[config.mk]
export PLATFORM = sky130hd
export DESIGN_NAME = http_header_line_forwarder_unit_flat
export DESIGN_NICKNAME = d
export VERILOG_FILES = /design/src/rtl/hhlf_pkg.sv /design/src/rtl/hhlf_in_if.sv /design/src/rtl/hhlf_out_if.sv /design/src/rtl/hhlf_front.sv /design/src/rtl/hhlf_queue.sv /design/src/rtl/hhlf_back.sv /design/src/rtl/http_header_line_forwarder_unit.sv /design/src/flat_wrapper.sv
export SDC_FILE = /design/constraint.sdc
export NUM_CORES = 2
export LEC_CHECK = 0
export ABC_AREA = 1
export BUFFER_PORTS_ARGS = -buffer_cell sky130_fd_sc_hd__buf_2
export CAP_MARGIN = 10
export CORE_MARGIN = 10
export CORE_UTILIZATION = 58
export DETAILED_ROUTE_END_ITERATION = 12
export PLACE_DENSITY_LB_ADDON = 0.12
export RECOVER_POWER = 25
export SYNTH_ARGS = -nofsm -noshare
export SYNTH_HDL_FRONTEND = slang
export SYNTH_SLANG_ARGS = --single-unit
[constraint.sdc]
create_clock -name clk -period 13.9 [get_ports clk]
set_clock_uncertainty 0.05 [all_clocks]
set_input_delay 0.695 -clock clk [delete_from_list [all_inputs] [get_ports clk]]
set_output_delay 0.695 -clock clk [all_outputs]
set_load 0.1 [all_outputs]
[src/rtl/hhlf_pkg.sv]
// Shared types, constants and byte tables for the HTTP header line forwarder.
package hhlf_pkg;

  localparam int LINE_BYTES_DEF  = 256;
  localparam int LENGTH_BITS_DEF = 40;
  localparam int QUEUE_DEPTH     = 4;

  // command fields sized for the largest line store
  localparam int CMD_ADDR_W = 9;
  localparam int CMD_LEN_W  = 10;

  localparam logic [7:0] CHR_CR    = 8'h0d;
  localparam logic [7:0] CHR_LF    = 8'h0a;
  localparam logic [7:0] CHR_SP    = 8'h20;
  localparam logic [7:0] CHR_H     = 8'h48;
  localparam logic [7:0] CHR_T     = 8'h54;
  localparam logic [7:0] CHR_C     = 8'h43;
  localparam logic [7:0] CHR_ZERO  = 8'h30;
  localparam logic [7:0] CHR_NINE  = 8'h39;

  localparam logic [4:0] CL_PAT_LEN = 5'd16;
  localparam logic [4:0] CL_DONE    = 5'd17;
  localparam logic [4:0] TE_PAT_LEN = 5'd19;

  // injected header followed by the blank line; the last two bytes alone end a response
  localparam logic [4:0] TEXT_REQ_START  = 5'd0;
  localparam logic [4:0] TEXT_RESP_START = 5'd29;
  localparam logic [CMD_LEN_W-1:0] TEXT_REQ_LEN  = CMD_LEN_W'(31);
  localparam logic [CMD_LEN_W-1:0] TEXT_RESP_LEN = CMD_LEN_W'(2);

  localparam logic [8*31-1:0] INJECT_TEXT = "Transfer-Encoding: identity\r\n\r\n";
  localparam logic [8*16-1:0] CL_TEXT     = "Content-Length: ";
  localparam logic [8*19-1:0] TE_TEXT     = "Transfer-Encoding: ";

  localparam logic [1:0] ST_CONTINUE = 2'd0;
  localparam logic [1:0] ST_COMPLETE = 2'd1;
  localparam logic [1:0] ST_TOO_LONG = 2'd2;
  localparam logic [1:0] ST_BAD_METH = 2'd3;

  localparam logic [2:0] METH_GET = 3'd0;

  typedef enum logic [1:0] {
    K_STATUS = 2'd0,
    K_MEM    = 2'd1,
    K_TEXT   = 2'd2,
    K_BYTE   = 2'd3
  } cmd_kind_t;

  typedef struct packed {
    cmd_kind_t             kind;
    logic                  wr_en;
    logic [CMD_ADDR_W-1:0] wr_addr;
    logic [7:0]            wr_byte;
    logic [CMD_LEN_W-1:0]  len;
    logic [4:0]            start;
    logic [1:0]            status;
    logic                  in_body;
  } cmd_t;

  function automatic logic [7:0] inject_byte(input logic [4:0] idx);
    if (idx > 5'd30) return 8'h00;
    return INJECT_TEXT[8*(30-int'(idx)) +: 8];
  endfunction

  function automatic logic [7:0] cl_byte(input logic [3:0] idx);
    return CL_TEXT[8*(15-int'(idx)) +: 8];
  endfunction

  function automatic logic [7:0] te_byte(input logic [4:0] idx);
    if (idx > 5'd18) return 8'h00;
    return TE_TEXT[8*(18-int'(idx)) +: 8];
  endfunction

  // method names, first character in the lowest byte lane
  function automatic logic [63:0] meth_name(input logic [2:0] m);
    case (m)
      3'd0:    return 64'h0000_0000_0054_4547; // GET
      3'd1:    return 64'h0000_0000_5453_4f50; // POST
      3'd2:    return 64'h0000_0000_0054_5550; // PUT
      3'd3:    return 64'h0000_4554_454c_4544; // DELETE
      3'd4:    return 64'h0000_0000_4441_4548; // HEAD
      3'd5:    return 64'h0053_4e4f_4954_504f; // OPTIONS
      3'd6:    return 64'h0000_0045_4341_5254; // TRACE
      default: return 64'h0054_4345_4e4e_4f43; // CONNECT
    endcase
  endfunction

  function automatic logic [3:0] meth_len(input logic [2:0] m);
    case (m)
      3'd0:    return 4'd3;
      3'd1:    return 4'd4;
      3'd2:    return 4'd3;
      3'd3:    return 4'd6;
      3'd4:    return 4'd4;
      3'd5:    return 4'd7;
      3'd6:    return 4'd5;
      default: return 4'd7;
    endcase
  endfunction

endpackage

[src/rtl/hhlf_in_if.sv]
// Input byte channel.
interface hhlf_in_if;
  logic       valid;
  logic       ready;
  logic       func;
  logic [7:0] data_byte;

  modport source (output valid, func, data_byte, input ready);
  modport sink   (input valid, func, data_byte, output ready);
endinterface

[src/rtl/hhlf_out_if.sv]
// Result word channel.
interface hhlf_out_if;
  logic        valid;
  logic        ready;
  logic [63:0] out_data;
  logic [3:0]  out_count;
  logic        last;
  logic [1:0]  status;
  logic        in_body;

  modport source (output valid, out_data, out_count, last, status, in_body, input ready);
  modport sink   (input valid, out_data, out_count, last, status, in_body, output ready);
endinterface

[src/rtl/hhlf_front.sv]
// Front end: parses each byte, tracks header state and issues one command per byte.
module hhlf_front #(
  parameter int LINE_BYTES  = 256,
  parameter int LENGTH_BITS = 40
) (
  input  logic            clk,
  input  logic            rst_n,
  hhlf_in_if.sink         in_ch,
  output hhlf_pkg::cmd_t  cmd,
  output logic            cmd_push,
  input  logic            cmd_space
);
  import hhlf_pkg::*;

  localparam int AW = $clog2(LINE_BYTES);
  localparam logic [LENGTH_BITS-1:0] LEN_MAX = {LENGTH_BITS{1'b1}};

  logic [AW-1:0]          ll_r, ll_nxt;
  logic                   hdr_r, hdr_nxt;
  logic                   first_r, first_nxt;
  logic                   req_r, req_nxt;
  logic [2:0]             meth_r, meth_nxt;
  logic                   known_r, known_nxt;
  logic [LENGTH_BITS-1:0] rem_r, rem_nxt;
  logic [4:0]             clp_r, clp_nxt;
  logic [LENGTH_BITS-1:0] dig_r, dig_nxt;
  logic [4:0]             tep_r, tep_nxt;
  logic                   tes_r, tes_nxt;
  logic                   halt_r, halt_nxt;
  logic                   prev_cr_r, prev_cr_nxt;
  logic [7:0]             head_r [8];
  logic [7:0]             hv [8];

  logic                   accept;
  logic [7:0]             b;
  logic [AW-1:0]          new_len;
  logic [LENGTH_BITS+3:0] dsum;
  logic [4:0]             clp_s, tep_s;
  logic [LENGTH_BITS-1:0] dig_s;
  logic                   tes_s;
  logic                   req_v, ok, found, mok;
  logic [2:0]             mfound;
  logic [63:0]            nm;
  logic [3:0]             nl;

  assign in_ch.ready = cmd_space;
  assign accept      = in_ch.valid & cmd_space;
  assign cmd_push    = accept;
  assign b           = in_ch.data_byte;
  assign new_len     = ll_r + AW'(1);

  always_comb begin
    for (int i = 0; i < 8; i++) begin
      hv[i] = (ll_r == AW'(i)) ? b : head_r[i];
    end
  end

  // pattern scanners for the current byte
  always_comb begin
    clp_s = clp_r;
    dig_s = dig_r;
    tep_s = tep_r;
    tes_s = tes_r;
    dsum  = {1'b0, dig_r, 3'b000} + {3'b000, dig_r, 1'b0}
          + {{(LENGTH_BITS){1'b0}}, b[3:0] - CHR_ZERO[3:0]};
    if (clp_r >= CL_PAT_LEN) begin
      if (clp_r == CL_PAT_LEN) begin
        if (b >= CHR_ZERO && b <= CHR_NINE) begin
          dig_s = (|dsum[LENGTH_BITS+3:LENGTH_BITS]) ? LEN_MAX : dsum[LENGTH_BITS-1:0];
        end else begin
          clp_s = CL_DONE;
        end
      end
    end else if (b == cl_byte(clp_r[3:0])) begin
      clp_s = clp_r + 5'd1;
    end else begin
      clp_s = (b == CHR_C) ? 5'd1 : 5'd0;
    end
    if (!tes_r) begin
      if (b == te_byte(tep_r)) begin
        tep_s = tep_r + 5'd1;
        if (tep_s >= TE_PAT_LEN) begin
          tes_s = 1'b1;
          tep_s = 5'd0;
        end
      end else begin
        tep_s = (b == CHR_T) ? 5'd1 : 5'd0;
      end
    end
  end

  // method search over the first eight bytes of the line
  always_comb begin
    found  = 1'b0;
    mfound = METH_GET;
    nm     = '0;
    nl     = '0;
    mok    = 1'b0;
    for (int m = 0; m < 8; m++) begin
      nm  = meth_name(3'(m));
      nl  = meth_len(3'(m));
      mok = 1'b1;
      for (int i = 0; i < 8; i++) begin
        if (4'(i) < nl) begin
          if (hv[i] != nm[8*i +: 8] || new_len <= AW'(i)) mok = 1'b0;
        end else if (4'(i) == nl) begin
          if (hv[i] != CHR_SP || new_len <= AW'(i)) mok = 1'b0;
        end
      end
      if (mok && !found) begin
        found  = 1'b1;
        mfound = 3'(m);
      end
    end
  end

  always_comb begin
    ll_nxt      = ll_r;
    hdr_nxt     = hdr_r;
    first_nxt   = first_r;
    req_nxt     = req_r;
    meth_nxt    = meth_r;
    known_nxt   = known_r;
    rem_nxt     = rem_r;
    clp_nxt     = clp_r;
    dig_nxt     = dig_r;
    tep_nxt     = tep_r;
    tes_nxt     = tes_r;
    halt_nxt    = halt_r;
    prev_cr_nxt = prev_cr_r;
    req_v       = req_r;
    ok          = 1'b1;

    cmd         = '0;
    cmd.kind    = K_STATUS;
    cmd.wr_addr = CMD_ADDR_W'(ll_r);
    cmd.wr_byte = b;
    cmd.status  = ST_CONTINUE;
    cmd.in_body = !hdr_r;

    if (in_ch.func) begin
      ll_nxt      = '0;
      hdr_nxt     = 1'b1;
      first_nxt   = 1'b1;
      req_nxt     = 1'b0;
      meth_nxt    = METH_GET;
      known_nxt   = 1'b0;
      rem_nxt     = '0;
      clp_nxt     = '0;
      dig_nxt     = '0;
      tep_nxt     = '0;
      tes_nxt     = 1'b0;
      halt_nxt    = 1'b0;
      prev_cr_nxt = 1'b0;
      cmd.in_body = 1'b0;
    end else if (halt_r) begin
      cmd.kind = K_STATUS;
    end else if (!hdr_r) begin
      if (known_r && rem_r == '0) begin
        halt_nxt   = 1'b1;
        cmd.status = ST_COMPLETE;
      end else begin
        cmd.kind = K_BYTE;
        cmd.len  = CMD_LEN_W'(1);
        if (known_r) begin
          rem_nxt = rem_r - LENGTH_BITS'(1);
          if (rem_nxt == '0) begin
            halt_nxt   = 1'b1;
            cmd.status = ST_COMPLETE;
          end
        end
      end
    end else if ({1'b0, ll_r} + (AW+1)'(2) >= (AW+1)'(LINE_BYTES)) begin
      halt_nxt   = 1'b1;
      cmd.status = ST_TOO_LONG;
    end else begin
      cmd.wr_en   = 1'b1;
      ll_nxt      = new_len;
      prev_cr_nxt = (b == CHR_CR);
      clp_nxt     = clp_s;
      dig_nxt     = dig_s;
      tep_nxt     = tep_s;
      tes_nxt     = tes_s;
      if (prev_cr_r && b == CHR_LF) begin
        // end of line: clear the scanners for the next one
        ll_nxt      = '0;
        prev_cr_nxt = 1'b0;
        clp_nxt     = '0;
        dig_nxt     = '0;
        tep_nxt     = '0;
        tes_nxt     = 1'b0;
        if (new_len == AW'(2)) begin
          hdr_nxt     = 1'b0;
          cmd.in_body = 1'b1;
          cmd.wr_en   = 1'b0;
          cmd.kind    = K_TEXT;
          cmd.start   = req_r ? TEXT_REQ_START : TEXT_RESP_START;
          cmd.len     = req_r ? TEXT_REQ_LEN : TEXT_RESP_LEN;
          if ((req_r && meth_r == METH_GET) || (known_r && rem_r == '0)) begin
            halt_nxt   = 1'b1;
            cmd.status = ST_COMPLETE;
          end
        end else begin
          if (first_r) begin
            first_nxt = 1'b0;
            known_nxt = 1'b0;
            if (hv[0] == CHR_H && hv[1] == CHR_T) begin
              req_v = 1'b0;
            end else begin
              req_v = 1'b1;
              if (found) meth_nxt = mfound;
              else ok = 1'b0;
            end
            req_nxt = req_v;
          end
          if (!ok) begin
            halt_nxt   = 1'b1;
            cmd.status = ST_BAD_METH;
          end else begin
            if (clp_s >= CL_PAT_LEN) begin
              known_nxt = 1'b1;
              rem_nxt   = dig_s;
            end
            if (!(req_v && tes_s)) begin
              cmd.kind = K_MEM;
              cmd.len  = CMD_LEN_W'(new_len);
            end
          end
        end
      end
    end
  end

  always_ff @(posedge clk) begin
    if (!rst_n) begin
      ll_r      <= '0;
      hdr_r     <= 1'b1;
      first_r   <= 1'b1;
      req_r     <= 1'b0;
      meth_r    <= METH_GET;
      known_r   <= 1'b0;
      rem_r     <= '0;
      clp_r     <= '0;
      dig_r     <= '0;
      tep_r     <= '0;
      tes_r     <= 1'b0;
      halt_r    <= 1'b0;
      prev_cr_r <= 1'b0;
    end else if (accept) begin
      ll_r      <= ll_nxt;
      hdr_r     <= hdr_nxt;
      first_r   <= first_nxt;
      req_r     <= req_nxt;
      meth_r    <= meth_nxt;
      known_r   <= known_nxt;
      rem_r     <= rem_nxt;
      clp_r     <= clp_nxt;
      dig_r     <= dig_nxt;
      tep_r     <= tep_nxt;
      tes_r     <= tes_nxt;
      halt_r    <= halt_nxt;
      prev_cr_r <= prev_cr_nxt;
    end
  end

  // copy of the line's first bytes for the method check
  always_ff @(posedge clk) begin
    if (accept && cmd.wr_en) begin
      for (int i = 0; i < 8; i++) begin
        if (ll_r == AW'(i)) head_r[i] <= b;
      end
    end
  end

endmodule

[src/rtl/hhlf_queue.sv]
// Small command queue between front and back ends.
module hhlf_queue #(
  parameter int DEPTH = 4
) (
  input  logic           clk,
  input  logic           rst_n,
  input  hhlf_pkg::cmd_t push_cmd,
  input  logic           push,
  output logic           space,
  output hhlf_pkg::cmd_t pop_cmd,
  output logic           avail,
  input  logic           pop
);
  import hhlf_pkg::*;

  localparam int PW = (DEPTH > 1) ? $clog2(DEPTH) : 1;

  cmd_t          slot_r [DEPTH];
  logic [PW-1:0] wp_r, wp_nxt, rp_r, rp_nxt;
  logic [PW:0]   cnt_r, cnt_nxt;

  assign space   = (cnt_r != (PW+1)'(DEPTH));
  assign avail   = (cnt_r != '0);
  assign pop_cmd = slot_r[rp_r];

  always_comb begin
    wp_nxt  = wp_r;
    rp_nxt  = rp_r;
    cnt_nxt = cnt_r;
    if (push) begin
      wp_nxt = (wp_r == PW'(DEPTH-1)) ? '0 : wp_r + PW'(1);
    end
    if (pop) begin
      rp_nxt = (rp_r == PW'(DEPTH-1)) ? '0 : rp_r + PW'(1);
    end
    if (push && !pop) cnt_nxt = cnt_r + (PW+1)'(1);
    else if (!push && pop) cnt_nxt = cnt_r - (PW+1)'(1);
  end

  always_ff @(posedge clk) begin
    if (!rst_n) begin
      wp_r  <= '0;
      rp_r  <= '0;
      cnt_r <= '0;
    end else begin
      wp_r  <= wp_nxt;
      rp_r  <= rp_nxt;
      cnt_r <= cnt_nxt;
    end
  end

  always_ff @(posedge clk) begin
    if (push) slot_r[wp_r] <= push_cmd;
  end

endmodule

[src/rtl/hhlf_back.sv]
// Back end: holds the line store and packs forwarded bytes into result words.
module hhlf_back #(
  parameter int LINE_BYTES = 256
) (
  input  logic           clk,
  input  logic           rst_n,
  input  hhlf_pkg::cmd_t cmd,
  input  logic           cmd_avail,
  output logic           cmd_pop,
  hhlf_out_if.source     out_ch
);
  import hhlf_pkg::*;

  localparam int AW = $clog2(LINE_BYTES);
  localparam int IW = (AW > 5) ? AW : 5;

  typedef enum logic {S_IDLE, S_STREAM} state_t;

  state_t               state_r;
  cmd_t                 cur_r;
  logic [IW-1:0]        idx_r, idx_nxt;
  logic [CMD_LEN_W-1:0] remain_r;
  logic [63:0]          word_r, word_w;
  logic [3:0]           cnt_r;
  logic [7:0]           mem [LINE_BYTES];
  logic [7:0]           mem_q;
  logic [7:0]           src_byte;
  logic                 advance, emit;

  logic                 ov_r;
  logic [63:0]          od_r;
  logic [3:0]           oc_r;
  logic                 ol_r;
  logic [1:0]           os_r;
  logic                 ob_r;

  assign out_ch.valid     = ov_r;
  assign out_ch.out_data  = od_r;
  assign out_ch.out_count = oc_r;
  assign out_ch.last      = ol_r;
  assign out_ch.status    = os_r;
  assign out_ch.in_body   = ob_r;

  assign advance = !ov_r || out_ch.ready;
  assign cmd_pop = (state_r == S_IDLE) && cmd_avail;

  always_comb begin
    case (cur_r.kind)
      K_MEM:   src_byte = mem_q;
      K_TEXT:  src_byte = inject_byte(idx_r[4:0]);
      K_BYTE:  src_byte = cur_r.wr_byte;
      default: src_byte = 8'h00;
    endcase
    word_w = word_r | ({56'd0, src_byte} << {cnt_r[2:0], 3'b000});
    emit   = (state_r == S_STREAM) && advance
           && (remain_r == '0 || remain_r == CMD_LEN_W'(1) || cnt_r == 4'd7);
  end

  // read address runs one step ahead so mem_q always shows the byte at idx_r
  always_comb begin
    idx_nxt = idx_r;
    if (cmd_pop) begin
      idx_nxt = (cmd.kind == K_TEXT) ? IW'(cmd.start) : '0;
    end else if (state_r == S_STREAM && advance) begin
      idx_nxt = idx_r + IW'(1);
    end
  end

  always_ff @(posedge clk) begin
    if (cmd_pop && cmd.wr_en) mem[cmd.wr_addr[AW-1:0]] <= cmd.wr_byte;
    mem_q <= mem[idx_nxt[AW-1:0]];
  end

  always_ff @(posedge clk) begin
    if (!rst_n) begin
      state_r <= S_IDLE;
      ov_r    <= 1'b0;
      cnt_r   <= '0;
      word_r  <= '0;
    end else begin
      // load a new result or drop the one just taken
      if (emit) ov_r <= 1'b1;
      else if (out_ch.ready) ov_r <= 1'b0;
      case (state_r)
        S_IDLE: begin
          if (cmd_pop) begin
            state_r <= S_STREAM;
            cnt_r   <= '0;
            word_r  <= '0;
          end
        end
        S_STREAM: begin
          if (advance) begin
            if (remain_r == '0) begin
              // status-only result
              od_r    <= '0;
              oc_r    <= '0;
              ol_r    <= 1'b1;
              os_r    <= cur_r.status;
              ob_r    <= cur_r.in_body;
              state_r <= S_IDLE;
            end else if (emit) begin
              od_r   <= word_w;
              oc_r   <= cnt_r + 4'd1;
              ol_r   <= (remain_r == CMD_LEN_W'(1));
              os_r   <= (remain_r == CMD_LEN_W'(1)) ? cur_r.status : ST_CONTINUE;
              ob_r   <= cur_r.in_body;
              word_r <= '0;
              cnt_r  <= '0;
              if (remain_r == CMD_LEN_W'(1)) state_r <= S_IDLE;
            end else begin
              word_r <= word_w;
              cnt_r  <= cnt_r + 4'd1;
            end
          end
        end
        default: state_r <= S_IDLE;
      endcase
    end
  end

  always_ff @(posedge clk) begin
    idx_r <= idx_nxt;
    if (cmd_pop) begin
      cur_r    <= cmd;
      remain_r <= cmd.len;
    end else if (state_r == S_STREAM && advance && remain_r != '0) begin
      remain_r <= remain_r - CMD_LEN_W'(1);
    end
  end

endmodule

[src/rtl/http_header_line_forwarder_unit.sv]
// Top level of the HTTP header line forwarder.
//
//   channel  | dir | payload                                   | transfer
//   in_ch    | in  | func, data_byte                           | valid & ready
//   out_ch   | out | out_data, out_count, last, status, in_body | valid & ready
//
// A byte passes through the combinational front end into a four-entry queue.
// The back end takes one command at a time; for a forwarded line end it streams
// every byte of the stored line through the store's read port, packed into words.
// Reset is synchronous; no clearing pass. A stalled result holds the back end
// while the front end keeps filling the queue until it is full.
module http_header_line_forwarder_unit #(
  parameter int LINE_BYTES  = hhlf_pkg::LINE_BYTES_DEF,
  parameter int LENGTH_BITS = hhlf_pkg::LENGTH_BITS_DEF
) (
  input logic        clk,
  input logic        rst_n,
  hhlf_in_if.sink    in_ch,
  hhlf_out_if.source out_ch
);
  import hhlf_pkg::*;

  cmd_t f_cmd, q_cmd;
  logic f_push, q_space, q_avail, q_pop;

  hhlf_front #(
    .LINE_BYTES  (LINE_BYTES),
    .LENGTH_BITS (LENGTH_BITS)
  ) u_front (
    .clk       (clk),
    .rst_n     (rst_n),
    .in_ch     (in_ch),
    .cmd       (f_cmd),
    .cmd_push  (f_push),
    .cmd_space (q_space)
  );

  hhlf_queue #(
    .DEPTH (QUEUE_DEPTH)
  ) u_queue (
    .clk      (clk),
    .rst_n    (rst_n),
    .push_cmd (f_cmd),
    .push     (f_push),
    .space    (q_space),
    .pop_cmd  (q_cmd),
    .avail    (q_avail),
    .pop      (q_pop)
  );

  hhlf_back #(
    .LINE_BYTES (LINE_BYTES)
  ) u_back (
    .clk       (clk),
    .rst_n     (rst_n),
    .cmd       (q_cmd),
    .cmd_avail (q_avail),
    .cmd_pop   (q_pop),
    .out_ch    (out_ch)
  );

endmodule

[src/flat_wrapper.sv]
// flat-port wrapper written by rule: the top's interface ports become plain ports
module http_header_line_forwarder_unit_flat import hhlf_pkg::*;
#(
  parameter int LINE_BYTES  = hhlf_pkg::LINE_BYTES_DEF,
  parameter int LENGTH_BITS = hhlf_pkg::LENGTH_BITS_DEF
)
  (clk, rst_n, in_ch_valid, in_ch_func, in_ch_data_byte, in_ch_ready, out_ch_valid, out_ch_out_data, out_ch_out_count, out_ch_last, out_ch_status, out_ch_in_body, out_ch_ready);
  hhlf_in_if in_ch_i ();
  hhlf_out_if out_ch_i ();
  input logic clk;
  input logic rst_n;
  input wire logic [$bits(in_ch_i.valid)-1:0] in_ch_valid;
  input wire logic [$bits(in_ch_i.func)-1:0] in_ch_func;
  input wire logic [$bits(in_ch_i.data_byte)-1:0] in_ch_data_byte;
  output wire logic [$bits(in_ch_i.ready)-1:0] in_ch_ready;
  output wire logic [$bits(out_ch_i.valid)-1:0] out_ch_valid;
  output wire logic [$bits(out_ch_i.out_data)-1:0] out_ch_out_data;
  output wire logic [$bits(out_ch_i.out_count)-1:0] out_ch_out_count;
  output wire logic [$bits(out_ch_i.last)-1:0] out_ch_last;
  output wire logic [$bits(out_ch_i.status)-1:0] out_ch_status;
  output wire logic [$bits(out_ch_i.in_body)-1:0] out_ch_in_body;
  input wire logic [$bits(out_ch_i.ready)-1:0] out_ch_ready;
  assign in_ch_i.valid = in_ch_valid;
  assign in_ch_i.func = in_ch_func;
  assign in_ch_i.data_byte = in_ch_data_byte;
  assign in_ch_ready = in_ch_i.ready;
  assign out_ch_valid = out_ch_i.valid;
  assign out_ch_out_data = out_ch_i.out_data;
  assign out_ch_out_count = out_ch_i.out_count;
  assign out_ch_last = out_ch_i.last;
  assign out_ch_status = out_ch_i.status;
  assign out_ch_in_body = out_ch_i.in_body;
  assign out_ch_i.ready = out_ch_ready;
  http_header_line_forwarder_unit #(.LINE_BYTES(LINE_BYTES), .LENGTH_BITS(LENGTH_BITS)) u_core (.clk(clk), .rst_n(rst_n), .in_ch(in_ch_i), .out_ch(out_ch_i));
endmodule
# Yosys cells after proc, flatten, opt, wreduce, memory -nomap -nowiden
# Memory sizes are Yosys's and may differ from the RTL's. A register that Yosys moved wholly into a read port is not among the register bits.
# Cells that the tools add are included.
# word_totals
register_bits,288
wordCells,570
mem_bits_rw,2260
output_inout_bits,74
memories,3
in_bits,13
# mem_list
memory,depth,width,read_ports,rd_clocked_by_memory_dff,wr,line_no,text
u_core.u_back.mem,256,8,1,1,1,hhlf_back.sv:25,logic [7:0] mem [LINE_BYTES];
u_core.u_queue.slot_r,4,37,1,1,1,hhlf_queue.sv:18,cmd_t slot_r [DEPTH];
u_core.u_front.head_r,8,8,8,0,1,hhlf_front.sv:31,logic [7:0] head_r [8];
# op_classes
n_bitwise,3
shift,4
order_cmp,16
n_eq_ne,76
n_mux,316
reduce_logical,104
add_sub_neg,17
# ops
cell,count
40-bit two-way mux,19
64-bit two-way mux,5
"8-bit by 7-bit != test with 1-bit output, second input constant",31
"248-bit by 9-bit variable part select with 8-bit output, first input constant",1
8-bit two-way mux,30
1-bit two-way mux,181
"152-bit by 9-bit variable part select with 8-bit output, first input constant",1
64-bit one-hot mux with 2 select lines,1
"128-bit by 8-bit variable part select with 8-bit output, first input constant",1
5-bit two-way mux,22
3-bit two-way mux,27
40-bit logical NOT,2
64-bit OR,1
8-bit by 6-bit << shifter with 64-bit output,1
8-bit OR reduction,7
43-bit by 41-bit adder with 44-bit output,1
44-bit by 4-bit adder with 44-bit output,1
1-bit logical OR,40
"8-bit by 6-bit != test with 1-bit output, second input constant",5
"40-bit by 1-bit subtractor with 40-bit output, second input constant",1
"8-bit by 3-bit == test with 1-bit output, second input constant",4
"8-bit by 7-bit == test with 1-bit output, second input constant",4
"8-bit by 3-bit <= comparator with 1-bit output, second input constant",4
2-bit two-way mux,16
56 further kinds,130

# Longest topological paths before layout
# depth
ltp_word,57
mapped_depth,23
ltp_nobuf,22

# By module
# Synthesis repeated with hierarchy kept, for this count alone.
# unflattened
cells_unflattened,12448
hier_area_um2,120147.7
# by_module_without_submodules
module,n_inst,cells_each,area_each_um2,seq_area_each_um2
hhlf_back,1,9669,99051.2,66073.4
hhlf_front,1,2351,14985.6,4083.9
hhlf_queue,1,428,6110.9,4744.6

# Worst setup path before layout
# Ideal clock, no wire load.
# synth_timing
path_type,register -> register
start,register (tool-made name)
end,register u_core.u_back.cur_r[18] (netlist name) (data pin)
slack_ns,3.659
path_buffers,5
setup_ns,1.592
t_required_ns,12.258
synth_period_minus_slack_ns,10.241
arrival_time_ns,8.599
stages_incl_launch_ff,8
cell_sequence,dfxtp_1 > buf_2 > buf_1 > clkbuf_1 > clkbuf_1 > buf_1 > nor2_1 > o22ai_1
# synth_rtl
item,line_no,text
"end signal, assigned",hhlf_back.sv:125,cur_r <= cmd;
"end, declared",hhlf_back.sv:20,cmd_t cur_r;

==> metrics <==
status=complete, but fails checks; failing checks=max-capacitance violations, max-slew violations; YS warnings=0; hold endpoint=u_core.u_back.out_ch.valid$_SDFFE_PN0P_; Worst VDD drop=0.3347 mV; area leader, netlist=edfxtp_1; RePlAce Congestion=0.8875; Setup Buffers After CTS=0; fill cell count=14.54k; Final nets=9947; via count=76.98k; final setup vio count=0; Int Pwr=16.77 mW; Slew @ Worst Pin=3962 ps; Finished Layout Cells=12.52k; HP Class=input port to flop; Overflow after GRT=0; die area=207000 um2; Slew HR=-164.1%; Slew Viols, Final=557; Hold Path Origin=out_ch_ready; global-route wire length before repair=448900 um; CTS tree=done; Post-Synthesis Cells=9975; area fraction of the dominant cell type after synthesis=63.80%; CP max FO=197; Reg clk slew, reported paths=60 ps; # placed instances=12.04k; R2R depth=18; initial antenna violation count=7; Die Y=454.9 um; Remaining DRCs=0; PwrDens=234.9 nW/um2; routed len/inst=23.76 um; combinational power share=38.8%; CTS buffer count=278; met1 capacity usage during global routing=40.10%; Max Cap Viol=15; initial DRC count=9511; CP Class=flop to flop; Synth-to-Final Area Change=9.775%; Worst Hold Depth=4; utilization after layout=64.06%; met3 Use GR=5.077%; Routed Antenna Nets=0; post-detail-place hpwl=172400 um; H-tree levels=5; Clock Path Buffers=4; leakage=40.70 nW; final hold vios=0; most frequent cells in the layout=edfxtp_1 (2331), nor2_1 (2004), o21ai_0 (1141), nand2_1 (857), nand3_1 (829); Starting Density=58.36%; Worst setup EP type=flop; worst r2r dst=u_core.u_back.mem_q[0]$_DFF_P_; minimum clock period=8751 ps; Top FF cell, synth=edfxtp_1; DRT Pass-1 Iters=8; worst slack, placed=7675 ps; clk sinks=2534; largest net degree at the start of global routing=257; core area=188000 um2; multi-input logic area=31430 um2; gr busiest metal=met2; number of flops mapped to enable cells by yosys=2331; post-CTS resize count=0; final WL=297600 um; most common cell after layout, fill and taps aside=edfxtp_1; Sw Share=40.70%; CP arrival=9560 ps; Mapped Avg Cell Area=11.00 um2; GR Util met2=43.31%; sequential power share=36.2%; I/O Buffers=86; syn nets=10.10k; fin worst setup slack=5149 ps; vias per cell=6.147; dominant cells by area after synthesis=edfxtp_1 (64%), nor2_1 (6.9%), o21ai_0 (5.2%), nand3_1 (3.8%), dfxtp_1 (3.7%); Site Rows=159; FFs w/ async S/R, synth=0%; share of cells above drive strength 1=5.927%; hold buffers post-CTS=0; register area share after synthesis=67.51%; setup slack, reg-to-reg=5150 ps; Worst setup SP type=flop; Die Wd=454.9 um; sum of negative setup slack=0 ps; root buffer cell=clkbuf_16; #FFs+latches synth=2534; Yosys cell types=59; area of the mapped netlist=109700 um2; Clk pwr share=25.0%; GRT Util Overall=28.09%; data required time at the worst endpoint=14710 ps; NetSw=11.51 mW; IO Count=87; fin crit share=62.96%; fmax=0.1143 GHz; RSZ-0062 raised after global routing=false; Reg area=74060 um2; clock insertion delay at the later pin of the skew report=960 ps; vias in the first global route=72.92k
==> stage by stage <==
step / power, mW / hold slack, ps / instance area (um2)
after CTS: 28.21 / 17.45 / 120600
after global routing: 29.62 / 67.21 / 120400
after floorplan: 17.86 / 350.3 / 109700
final: 28.29 / 65.84 / 120400
after global placement: 21.04 / 391.3 / 112000
after detailed placement: 21.21 / 397.8 / 112000
==> cell type report <==
cell class | count | area share, %
sequential | 2534 | 61.50
multi-input combinational | 6306 | 26.10
clock buffer | 355 | 6.188
tap | 2495 | 2.592
inverter | 521 | 1.648
timing repair buffer | 185 | 1.037
clock inverter | 121 | 0.9309
antenna | 6 | 0.01247
==> power by group through the flow <==
| stage | clock [mW] | sequential (mW) | combinational [mW] |
|---|---|---|---|
| after detailed placement | 0 | 10.4 | 10.8 |
| final | 7.06 | 10.2 | 11.0 |
| after global placement | 0 | 10.4 | 10.7 |
| after CTS | 7.13 | 10.2 | 10.9 |
| after floorplan | 0 | 11.0 | 6.90 |
| after global routing | 7.44 | 10.2 | 11.9 |
==> cells by family (layout without fill, tap and decap cells) <==
| group | after synthesis | in the layout | synth area share (%) |
|---|---|---|---|
| flops | 2534 | 2534 | 67.51 |
| xor+xnor | 84 | 84 | 0.6706 |
| compound gates | 2217 | 2217 | 11.77 |
| buf+inv | 1135 | 1182 | 4.022 |
| fa+ha+maj | 108 | 108 | 1.252 |
| simple gates | 3897 | 3897 | 14.78 |
| other cells | 0 | 6 | 0 |
==> sequential cells by signal, indices dropped and copies added, names as in the netlist, 10 cells and up, named ones only <==
signal,count
u_core.u_back.cur_r,13
u_core.u_front.dig_r,40
u_core.u_back.remain_r,10
u_core.u_front.rem_r,40
u_core.u_back.mem,2048
u_core.u_front.head_r,64
u_core.u_queue.slot_r,124
u_core.u_back.word_r,64
u_core.u_back.out_ch.out_data,64
==> metal layers <==
layer | up-vias | share of wire (%)
li1 | 35250 | -
met1 | 37560 | 41
met2 | 3586 | 46
met3 | 576 | 8.9
met4 | 4 | 3.9
met5 | - | 0.0091
==> Yosys cell counts, types with 18 or more instances <==
master    instances
edfxtp_1       2331
nor2_1         2005
o21ai_0        1141
nand2_1         860
nand3_1         829
inv_1           495
clkbuf_1        476
o211ai_1        456
a21oi_1         307
dfxtp_1         203
o21bai_1        117
ha_1            105
or2_2            69
xor2_1           66
buf_2            65
a211oi_1         63
buf_1            58
o21ai_1          44
nor3_1           43
nand4_1          36
o22ai_1          27
xnor2_1          18
==> worst max-delay path: stages, from the launching register on <==
cell and delay [ps]:
dfxtp_2 310, clkbuf_1 1820, inv_1 1110, nand2_1 230
nand3_1 80, nand2_1 100, nand4_1 400, nand2_4 320
buf_4 680, buf_4 730, buf_12 490, o21ai_0 160
o211ai_1 300, nand3_1 160, nand3_1 280, nand3_1 330
nand3_1 250, nand3_1 290, nand2_1 170
==> worst max path at each step <==
| stage | to | startpoint | cells after the start |
|---|---|---|---|
| final | u_core.u_back.mem_q[0]$_DFF_P_ | flop | 18 |
| after global routing | u_core.u_back.mem_q[6]$_DFF_P_ | flop | 19 |
| after CTS | u_core.u_back.mem_q[6]$_DFF_P_ | flop | 19 |
| after detailed placement | u_core.u_back.mem_q[6]$_DFF_P_ | flop | 19 |
| after global placement | u_core.u_back.mem_q[6]$_DFF_P_ | flop | 19 |
| after floorplan | u_core.u_back.cur_r[18]$_DFFE_PP_ | flop | 7 |
No activity file was read; power rests on OpenSTA's default activity.
